[src/hw/rtl/gbba_pkg.sv]
// Shared types and constants for the grouped bitmap block allocator.
// No dependencies.
`timescale 1ns / 1ps

package gbba_pkg;

    localparam int BLOCKS_PER_GROUP = 256;
    localparam int MAX_GROUPS       = 16;
    localparam int WORD_BITS        = 64;
    localparam int WORDS_PER_GROUP  = (BLOCKS_PER_GROUP + WORD_BITS - 1) / WORD_BITS;
    localparam int BITMAP_WORDS     = MAX_GROUPS * WORDS_PER_GROUP;
    localparam logic [12:0] TOTAL_MAX = 13'd8191;

    typedef enum logic
    {
        OP_ALLOC = 1'b0,
        OP_FREE  = 1'b1
    } op_t;

    typedef enum logic [1:0]
    {
        ST_OK      = 2'd0,
        ST_NOSPACE = 2'd1,
        ST_IGNORED = 2'd2
    } status_t;

    typedef enum logic [1:0]
    {
        REG_FIRST_DATA = 2'd0,
        REG_GROUPS     = 2'd1,
        REG_TOTAL      = 2'd2,
        REG_FREE_START = 2'd3
    } reg_idx_t;

    typedef struct packed
    {
        logic        operation;
        logic [11:0] goal_block;
        logic [11:0] block_addr;
        logic [8:0]  request_len;
    } in_req_t;

    typedef struct packed
    {
        logic [11:0] start_block;
        logic [8:0]  granted_len;
        logic [1:0]  status;
        logic [12:0] free_remaining;
    } out_res_t;

endpackage

[src/hw/rtl/grouped_bitmap_block_allocator.sv]
// Grouped bitmap block allocator: APB register file, sequencer and bitmap RAM.
// Depends on gbba_pkg and gbba_ram.
// Free checks the group and clears its bits word by word; allocate first reduces
// the goal group, then per group visited passes visit and check, clears the
// bitmap on a first visit, reads bitmap words and moves on to the next group.
// Throughput: one request at a time.
// Reset: group ready bits cleared, registers to defaults, free total 4096.
`timescale 1ns / 1ps

module grouped_bitmap_block_allocator (
    input  logic              clk,
    input  logic              rst_n,
    input  logic              in_valid,
    output logic              in_stall,
    input  gbba_pkg::in_req_t in_data,
    output logic              out_valid,
    input  logic              out_stall,
    output gbba_pkg::out_res_t out_data,
    input  logic              psel,
    input  logic              penable,
    input  logic              pwrite,
    input  logic [3:0]        paddr,
    input  logic [31:0]       pwdata,
    output logic [31:0]       prdata,
    output logic              pready
);

    import gbba_pkg::*;

    typedef enum logic [3:0]
    {
        S_IDLE,
        S_GOAL_MOD,
        S_VISIT,
        S_PREP,
        S_CHECK,
        S_RD,
        S_DAT,
        S_NEXTG,
        S_FIN_ALLOC,
        S_FREE_START,
        S_FIN_FREE,
        S_RESULT
    } state_t;

    state_t      state_reg;
    logic        op_reg;
    logic [8:0]  req_reg;
    logic [8:0]  rem_reg;
    logic [3:0]  g_reg;
    logic [3:0]  g0_reg;
    logic [1:0]  w_reg;
    logic        run_mode_reg;
    logic [7:0]  idx_reg;
    logic [8:0]  run_reg;
    logic [8:0]  lo_reg;
    logic [8:0]  hi_reg;
    logic [8:0]  cnt_reg;
    logic        bad_reg;
    logic [MAX_GROUPS-1:0] ready_reg;
    logic [12:0] free_total_reg;
    logic [11:0] res_start_reg;
    logic [8:0]  res_len_reg;
    logic [1:0]  res_status_reg;
    logic        out_valid_reg;
    out_res_t    out_data_reg;

    logic        fdb_reg;
    logic [4:0]  groups_reg;
    logic [12:0] total_reg;
    logic [12:0] free_start_reg;

    logic [8:0]  gcnt_mem [MAX_GROUPS];

    logic        cfg_wr;
    logic [4:0]  n_eff;
    logic [8:0]  len_cur;
    logic [7:0]  tail;
    logic [8:0]  gcnt_cur;

    logic [63:0] rd_word;
    logic        ram_we;
    logic [5:0]  ram_addr;
    logic [63:0] ram_wdata;

    logic [63:0] fv;
    logic        pf_found;
    logic [5:0]  pf;
    logic [5:0]  p;
    logic [6:0]  q;
    logic [6:0]  t;
    logic [6:0]  take;
    logic [63:0] amask;
    logic [63:0] fmask;
    logic        cont;
    logic [8:0]  rem_next;

    logic [11:0] off;
    logic [8:0]  flen;
    logic [8:0]  favail;
    logic [8:0]  fcnt;
    logic [9:0]  gsum;
    logic [13:0] tsum;

    assign cfg_wr = psel && penable && pwrite;
    assign pready = 1'b1;

    always_comb
    begin
        case (paddr[3:2])
            REG_FIRST_DATA: prdata = {31'd0, fdb_reg};
            REG_GROUPS:     prdata = {27'd0, groups_reg};
            REG_TOTAL:      prdata = {19'd0, total_reg};
            REG_FREE_START: prdata = {19'd0, free_start_reg};
            default:        prdata = 32'd0;
        endcase
    end

    always_comb
    begin
        if (groups_reg == 5'd0)
        begin
            n_eff = 5'd1;
        end
        else if (groups_reg > 5'(MAX_GROUPS))
        begin
            n_eff = 5'(MAX_GROUPS);
        end
        else
        begin
            n_eff = groups_reg;
        end
        tail = total_reg[7:0];
        if ({1'b0, g_reg} == n_eff - 5'd1 && tail != 8'd0)
        begin
            len_cur = {1'b0, tail};
        end
        else
        begin
            len_cur = 9'(BLOCKS_PER_GROUP);
        end
        gcnt_cur = gcnt_mem[g_reg];
    end

    // word scan
    always_comb
    begin
        for (int b = 0; b < 64; b++)
        begin
            fv[b] = !rd_word[b] && ({1'b0, w_reg, 6'(b)} < len_cur);
        end
        pf_found = |fv;
        pf = 6'd0;
        for (int b = 63; b >= 0; b--)
        begin
            if (fv[b])
            begin
                pf = 6'(b);
            end
        end
        p = run_mode_reg ? 6'd0 : pf;
        q = 7'd64;
        for (int b = 63; b >= 0; b--)
        begin
            if (6'(b) >= p && !fv[b])
            begin
                q = 7'(b);
            end
        end
        t = q - {1'b0, p};
        take = (rem_reg < {2'b0, t}) ? rem_reg[6:0] : t;
        for (int b = 0; b < 64; b++)
        begin
            amask[b] = (7'(b) >= {1'b0, p}) && (7'(b) < {1'b0, p} + take);
            fmask[b] = ({1'b0, w_reg, 6'(b)} >= lo_reg) && ({1'b0, w_reg, 6'(b)} < hi_reg);
        end
        rem_next = rem_reg - {2'b0, take};
        cont = ({1'b0, p} + t == 7'd64) && (take == t) && (rem_next != 9'd0)
            && (w_reg != 2'(WORDS_PER_GROUP - 1));
    end

    // free range setup
    always_comb
    begin
        off = in_data.block_addr - {11'd0, fdb_reg};
        flen = len_cur;
        favail = flen - lo_reg;
        if (lo_reg < flen)
        begin
            fcnt = (favail < req_reg) ? favail : req_reg;
        end
        else
        begin
            fcnt = 9'd0;
        end
        gsum = {1'b0, gcnt_cur} + {1'b0, cnt_reg};
        tsum = {1'b0, free_total_reg} + {5'd0, cnt_reg};
    end

    always_comb
    begin
        ram_addr = {g_reg, w_reg};
        ram_we = 1'b0;
        ram_wdata = 64'd0;
        case (state_reg)
            S_PREP:
            begin
                ram_we = 1'b1;
            end
            S_DAT:
            begin
                if (op_reg == OP_FREE)
                begin
                    ram_we = 1'b1;
                    ram_wdata = rd_word & ~fmask;
                end
                else if (run_mode_reg || pf_found)
                begin
                    ram_we = 1'b1;
                    ram_wdata = rd_word | amask;
                end
            end
            default:
            begin
                ram_we = 1'b0;
            end
        endcase
    end

    gbba_ram #(
        .WIDTH(WORD_BITS),
        .DEPTH(BITMAP_WORDS)
    ) u_bitmap (
        .clk   (clk),
        .we    (ram_we),
        .waddr (ram_addr),
        .wdata (ram_wdata),
        .raddr (ram_addr),
        .rdata (rd_word)
    );

    always_ff @(posedge clk)
    begin
        case (state_reg)
            S_PREP:
            begin
                if (w_reg == 2'(WORDS_PER_GROUP - 1))
                begin
                    gcnt_mem[g_reg] <= len_cur;
                end
            end
            S_DAT:
            begin
                if (op_reg == OP_ALLOC && !run_mode_reg && !pf_found
                    && w_reg == 2'(WORDS_PER_GROUP - 1))
                begin
                    gcnt_mem[g_reg] <= 9'd0;
                end
            end
            S_FIN_ALLOC:
            begin
                gcnt_mem[g_reg] <= (gcnt_cur > run_reg) ? gcnt_cur - run_reg : 9'd0;
            end
            S_FIN_FREE:
            begin
                gcnt_mem[g_reg] <= (gsum > {1'b0, len_cur}) ? len_cur : gsum[8:0];
            end
            default:
            begin
            end
        endcase
    end

    always_ff @(posedge clk or negedge rst_n)
    begin
        if (!rst_n)
        begin
            state_reg      <= S_IDLE;
            ready_reg      <= '0;
            free_total_reg <= 13'd4096;
            fdb_reg        <= 1'b0;
            groups_reg     <= 5'd16;
            total_reg      <= 13'd4096;
            free_start_reg <= 13'd4096;
            out_valid_reg  <= 1'b0;
            out_data_reg   <= '0;
            op_reg         <= 1'b0;
            req_reg        <= '0;
            rem_reg        <= '0;
            g_reg          <= '0;
            g0_reg         <= '0;
            w_reg          <= '0;
            run_mode_reg   <= 1'b0;
            idx_reg        <= '0;
            run_reg        <= '0;
            lo_reg         <= '0;
            hi_reg         <= '0;
            cnt_reg        <= '0;
            bad_reg        <= 1'b0;
            res_start_reg  <= '0;
            res_len_reg    <= '0;
            res_status_reg <= '0;
        end
        else
        begin
            if (out_valid_reg && !out_stall && state_reg != S_RESULT)
            begin
                out_valid_reg <= 1'b0;
            end
            if (cfg_wr)
            begin
                case (paddr[3:2])
                    REG_FIRST_DATA: fdb_reg <= pwdata[0];
                    REG_GROUPS:     groups_reg <= pwdata[4:0];
                    REG_TOTAL:      total_reg <= pwdata[12:0];
                    REG_FREE_START:
                    begin
                        free_start_reg <= pwdata[12:0];
                        free_total_reg <= pwdata[12:0];
                    end
                    default:
                    begin
                    end
                endcase
            end
            case (state_reg)
                S_IDLE:
                begin
                    if (in_valid)
                    begin
                        op_reg  <= in_data.operation;
                        req_reg <= in_data.request_len;
                        rem_reg <= in_data.request_len;
                        run_reg <= 9'd0;
                        w_reg   <= 2'd0;
                        if (in_data.operation == OP_ALLOC)
                        begin
                            if (in_data.goal_block == 12'd0)
                            begin
                                g_reg <= 4'd0;
                            end
                            else
                            begin
                                g_reg <= 4'((in_data.goal_block - {11'd0, fdb_reg}) >> 8);
                            end
                            state_reg <= S_GOAL_MOD;
                        end
                        else
                        begin
                            bad_reg   <= in_data.block_addr < {11'd0, fdb_reg};
                            g_reg     <= off[11:8];
                            lo_reg    <= {1'b0, off[7:0]};
                            state_reg <= S_FREE_START;
                        end
                    end
                end
                S_GOAL_MOD:
                begin
                    if ({1'b0, g_reg} >= n_eff)
                    begin
                        g_reg <= 4'({1'b0, g_reg} - n_eff);
                    end
                    else
                    begin
                        g0_reg    <= g_reg;
                        state_reg <= S_VISIT;
                    end
                end
                S_VISIT:
                begin
                    w_reg <= 2'd0;
                    state_reg <= ready_reg[g_reg] ? S_CHECK : S_PREP;
                end
                S_PREP:
                begin
                    w_reg <= w_reg + 2'd1;
                    if (w_reg == 2'(WORDS_PER_GROUP - 1))
                    begin
                        ready_reg[g_reg] <= 1'b1;
                        state_reg <= S_CHECK;
                    end
                end
                S_CHECK:
                begin
                    w_reg        <= 2'd0;
                    run_mode_reg <= 1'b0;
                    state_reg    <= (gcnt_cur != 9'd0) ? S_RD : S_NEXTG;
                end
                S_RD:
                begin
                    state_reg <= S_DAT;
                end
                S_DAT:
                begin
                    if (op_reg == OP_FREE)
                    begin
                        if (w_reg == 2'(WORDS_PER_GROUP - 1)
                            || {1'b0, w_reg + 2'd1, 6'd0} >= hi_reg)
                        begin
                            state_reg <= S_FIN_FREE;
                        end
                        else
                        begin
                            w_reg     <= w_reg + 2'd1;
                            state_reg <= S_RD;
                        end
                    end
                    else if (!run_mode_reg && !pf_found)
                    begin
                        if (w_reg == 2'(WORDS_PER_GROUP - 1))
                        begin
                            state_reg <= S_NEXTG;
                        end
                        else
                        begin
                            w_reg     <= w_reg + 2'd1;
                            state_reg <= S_RD;
                        end
                    end
                    else
                    begin
                        if (!run_mode_reg)
                        begin
                            idx_reg <= {w_reg, pf};
                        end
                        run_reg <= run_reg + {2'b0, take};
                        rem_reg <= rem_next;
                        if (cont)
                        begin
                            run_mode_reg <= 1'b1;
                            w_reg        <= w_reg + 2'd1;
                            state_reg    <= S_RD;
                        end
                        else
                        begin
                            state_reg <= S_FIN_ALLOC;
                        end
                    end
                end
                S_NEXTG:
                begin
                    if ({1'b0, g_reg} + 5'd1 == n_eff)
                    begin
                        g_reg <= 4'd0;
                    end
                    else
                    begin
                        g_reg <= g_reg + 4'd1;
                    end
                    if ((({1'b0, g_reg} + 5'd1 == n_eff) ? 4'd0 : g_reg + 4'd1) == g0_reg)
                    begin
                        res_start_reg  <= 12'd0;
                        res_len_reg    <= 9'd0;
                        res_status_reg <= ST_NOSPACE;
                        state_reg      <= S_RESULT;
                    end
                    else
                    begin
                        state_reg <= S_VISIT;
                    end
                end
                S_FIN_ALLOC:
                begin
                    free_total_reg <= (free_total_reg > {4'd0, run_reg})
                        ? free_total_reg - {4'd0, run_reg} : 13'd0;
                    res_start_reg  <= {g_reg, idx_reg} + {11'd0, fdb_reg};
                    res_len_reg    <= run_reg;
                    res_status_reg <= ST_OK;
                    state_reg      <= S_RESULT;
                end
                S_FREE_START:
                begin
                    if (bad_reg || !ready_reg[g_reg])
                    begin
                        res_start_reg  <= 12'd0;
                        res_len_reg    <= 9'd0;
                        res_status_reg <= ST_IGNORED;
                        state_reg      <= S_RESULT;
                    end
                    else
                    begin
                        cnt_reg <= fcnt;
                        hi_reg  <= lo_reg + fcnt;
                        w_reg   <= lo_reg[7:6];
                        state_reg <= (fcnt == 9'd0) ? S_FIN_FREE : S_RD;
                    end
                end
                S_FIN_FREE:
                begin
                    free_total_reg <= (tsum > {1'b0, TOTAL_MAX}) ? TOTAL_MAX : tsum[12:0];
                    res_start_reg  <= 12'd0;
                    res_len_reg    <= cnt_reg;
                    res_status_reg <= ST_OK;
                    state_reg      <= S_RESULT;
                end
                S_RESULT:
                begin
                    if (!out_valid_reg || !out_stall)
                    begin
                        out_valid_reg                <= 1'b1;
                        out_data_reg.start_block     <= res_start_reg;
                        out_data_reg.granted_len     <= res_len_reg;
                        out_data_reg.status          <= res_status_reg;
                        out_data_reg.free_remaining  <= free_total_reg;
                        state_reg                    <= S_IDLE;
                    end
                end
                default:
                begin
                    state_reg <= S_IDLE;
                end
            endcase
        end
    end

    assign in_stall  = (state_reg != S_IDLE);
    assign out_valid = out_valid_reg;
    assign out_data  = out_data_reg;

endmodule

[src/hw/rtl/gbba_ram.sv]
// Generic single-write, single-read RAM with registered read data.
// No dependencies.
`timescale 1ns / 1ps

module gbba_ram #(
    parameter int WIDTH = 64,
    parameter int DEPTH = 64
) (
    input  logic                     clk,
    input  logic                     we,
    input  logic [$clog2(DEPTH)-1:0] waddr,
    input  logic [WIDTH-1:0]         wdata,
    input  logic [$clog2(DEPTH)-1:0] raddr,
    output logic [WIDTH-1:0]         rdata
);

    logic [WIDTH-1:0] mem [DEPTH];

    always_ff @(posedge clk)
    begin
        if (we)
        begin
            mem[waddr] <= wdata;
        end
        rdata <= mem[raddr];
    end

endmodule
[config.mk]
export PLATFORM = sky130hd
export DESIGN_NAME = grouped_bitmap_block_allocator
export DESIGN_NICKNAME = d
export VERILOG_FILES = /design/src/hw/rtl/gbba_pkg.sv /design/src/hw/rtl/grouped_bitmap_block_allocator.sv /design/src/hw/rtl/gbba_ram.sv
export SDC_FILE = /design/constraint.sdc
export NUM_CORES = 2
export LEC_CHECK = 0
export BUFFER_PORTS_ARGS = -buffer_cell sky130_fd_sc_hd__buf_2
export CORE_AREA = 2 2 768 770
export DETAILED_ROUTE_END_ITERATION = 10
export DIE_AREA = 0 0 770 772
export PLACE_DENSITY = 0.45
export SLEW_MARGIN = 40
export SYNTH_ARGS = -nofsm -noshare
export SYNTH_HDL_FRONTEND = slang
export SYNTH_MEMORY_MAX_BITS = 65536
export SYNTH_SLANG_ARGS = --single-unit
[constraint.sdc]
create_clock -name clk -period 18.1 [get_ports clk]
set_input_delay 2.715 -clock clk [delete_from_list [all_inputs] [get_ports clk]]
set_output_delay 2.715 -clock clk [all_outputs]
set_load 0.01 [all_outputs]
==> flow_summary.toml <==
[worst_setup_path]
worst-setup-path-type = "reg2reg"
crit_path_frequent_cell = "a21oi_1"
cp.required_ps = 19020
crit_path_end_kind = "register"
max_stage_delay_ps = 740
cp-start-kind = "register"
reg2reg_slack_ps = 2010
crit_slowest_cell = "nor4_1"
critPathArrivalTime_ps = 17010
worst-path-max-fanout = 9

[logic_synthesis]
yosysSeqAreaShare_pct = 76.12
synth_cells = 10810
ys.flop_type = "edfxtp_1"
yosys.area.top_type = "edfxtp_1"
postSynthAreaPerCell_um2 = 16.24
netlist_area_mm2 = 0.1755
synth-seq-cells = 4503
synthTopCellsByCount = "edfxtp_1, a22oi_1, clkbuf_1"
synth_top_area_share_pct = 72.55
yosys-top-cells-area = "edfxtp_1, a22oi_1, dfrtp_1"
synth.distinct_cells = 108
yosysWarnings = 0
synth_async_sr_flop_share_pct = 4.419
synth_edf_count = 4240
synth.most_common_cell = "edfxtp_1"

[power]
power.density_mw_per_mm2 = 169.4
p_leak_nw = 66.97
peakVddDrop_uv = 178.2
power_mw = 35.03

[placement]
hpwl_mm = 418.1
finalWeightedCongestion = 0.9355
port-buffer-count = 106

[route]
drcViolationCount = 0
drtAntennaViolNets = 0
wl_per_cell_um = 36.50
drt_pass1_iterations = 8
via_per_inst = 5.775
initialDrtViolationCount = 14740
drt_wl_total_mm = 715.6
vias = 113200

[final_layout]
fin_nets = 11590
nFillCells = 55420
ff_latch_area_mm2 = 0.1336
reg_top3 = "u_bitmap.mem x4096, gcnt_mem x144, u_bitmap.rdata x64"
multi_input_area_mm2 = 0.04007
largest_reg_flops = 4096
syn_to_final_growth_pct = 17.84
regMostFlops = "u_bitmap.mem"
drive_above_1_share_pct = 15.70

[die]
start_util_pct = 29.89
die-area_mm2 = 0.5944
rows = 282
io_pins = 148
core_mm2 = 0.5871
die_w_um = 770
die_y_um = 772

[global_route]
grt_pass1_wl_mm = 959.0
grt_max_degree = 100
grt_usage_pct = 23.19
grt.overflow.total = 0
first_global_vias = 109600
antenna_found_initial = 42

[sta]
skew_ps = 110.4
worst_pin_slew_ps = 950.8
period_minus_slack_ps = 16090
setup_tns_ps = 0
setup_viol = 0
relSlewSlack_pct = 36.03
period_share_pct = 88.90
slew_viol_final = 0
fmax_mhz = 62.15
timing_hold_violations_final = 0
grt_setup_unrepaired = "no"

[clock_network]
cts_sinks = 4503
root_buffer = "clkbuf_16"
clk-insertion-delay-late_ps = 1090
cts_resized = 0
htree_levels = 5
post-cts-setup-buffer-count = 0
cts.clk_slew.worst_paths_ps = 60
cts_tree = "done"
cts.path.max_buffers = 4
ctsHoldBuffers = 0
cts_buffers = 466

[run_status]
status = "finished, final reports clean"

[hold_path]
hold_path_class = "reg2reg"

[job]
cap_violations = 0
-- through the flow --
stage / hold WS, ps / cells / area (µm²) / setup slack (ps) / util (%)
4_1_cts: 461.4 / 19580 / 206700 / 2126 / 35.21
6_report: 459.9 / 19610 / 206800 / 2009 / 35.22
5_1_grt: 488.2 / 19590 / 206800 / 1383 / 35.22
3_3_place_gp: 452.0 / 18670 / 190600 / 1793 / 32.46
2_1_floorplan: 437.7 / 10820 / 175600 / 545.2 / -
3_5_place_dp: 451.7 / 18710 / 191700 / 2214 / 32.65
-- power by group --
part           internal [mW]  switching, mW  total, mW
Sequential              12.1          0.514       12.6
Clock                   5.35           4.12       9.46
Combinational           4.37           8.55       12.9
-- critical path: cells and delay by family, from the launching register on --
family | cells | cell delay (ps)
AO/OA/AOI/OAI | 25 | 6790
AND/OR/NAND/NOR | 20 | 4710
adder cells (fa/ha/maj) | 6 | 1760
buffers and inverters | 9 | 1550
flip-flops | 1 | 520
multiplexers | 1 | 400
XOR/XNOR | 1 | 120
-- logic make-up (layout without fill, tap and decap cells) --
| logic type | after synthesis | in the layout | share of synthesized area [%] |
|---|---|---|---|
| compound gates | 3563 | 3563 | 14.86 |
| fa+ha+maj | 143 | 143 | 1.071 |
| mux | 161 | 161 | 1.211 |
| xor+xnor | 110 | 110 | 0.5490 |
| buf+inv | 855 | 1807 | 1.919 |
| other cells | 2 | 41 | 0.004279 |
| flops | 4503 | 4503 | 76.12 |
| simple gates | 1468 | 1468 | 4.272 |
-- path summary, 6_finish.rpt --
path                                    startpoint                 end  cells past startpoint
max in group asynchronous                    rst_n           lo_reg[2]                      3
worst min-delay path            free_start_reg[12]  free_start_reg[12]                      2
worst min register to register  free_start_reg[12]  free_start_reg[12]                      2
worst max register to register       groups_reg[2]            w_reg[1]                     62
worst max-delay path                 groups_reg[2]            w_reg[1]                     62
min in group asynchronous                    rst_n          rem_reg[7]                      1
-- metal layers --
layer / global-route usage [%] / vias up / wire length (µm)
met3: 3.587 / 969 / 54320
met4: 7.234 / 6 / 25080
met1: 32.51 / 60580 / 305600
met5: 0 / - / 30
met2: 37.09 / 5657 / 330600
li1: - / 46020 / -
-- area by class of cell --
class	count	share of cell area, %
inverters	137	0.2487
repair buffers	793	3.758
multi-input cells	5465	19.38
diodes	21	0.02541
flip-flops and latches	4503	64.60
clock inverters	271	1.232
clock buffers	606	6.035
well taps	7810	4.725
-- cell usage in the layout (no fill, tap or decap), drive strengths merged, types with 77 or more instances in the layout --
cell type  count
nand3        139
ha           131
edfxtp      4240
a22oi       1482
nor2         310
a22o         309
mux2          81
nand4        289
nor4          77
a41oi        114
clkinv       205
a21oi        306
nand2        334
buf          792
a221oi       300
dfrtp        195
a31oi        217
inv          145
nor3          85
o21ai        328
clkbuf       607
No activity file was read; power rests on OpenSTA's default activity.
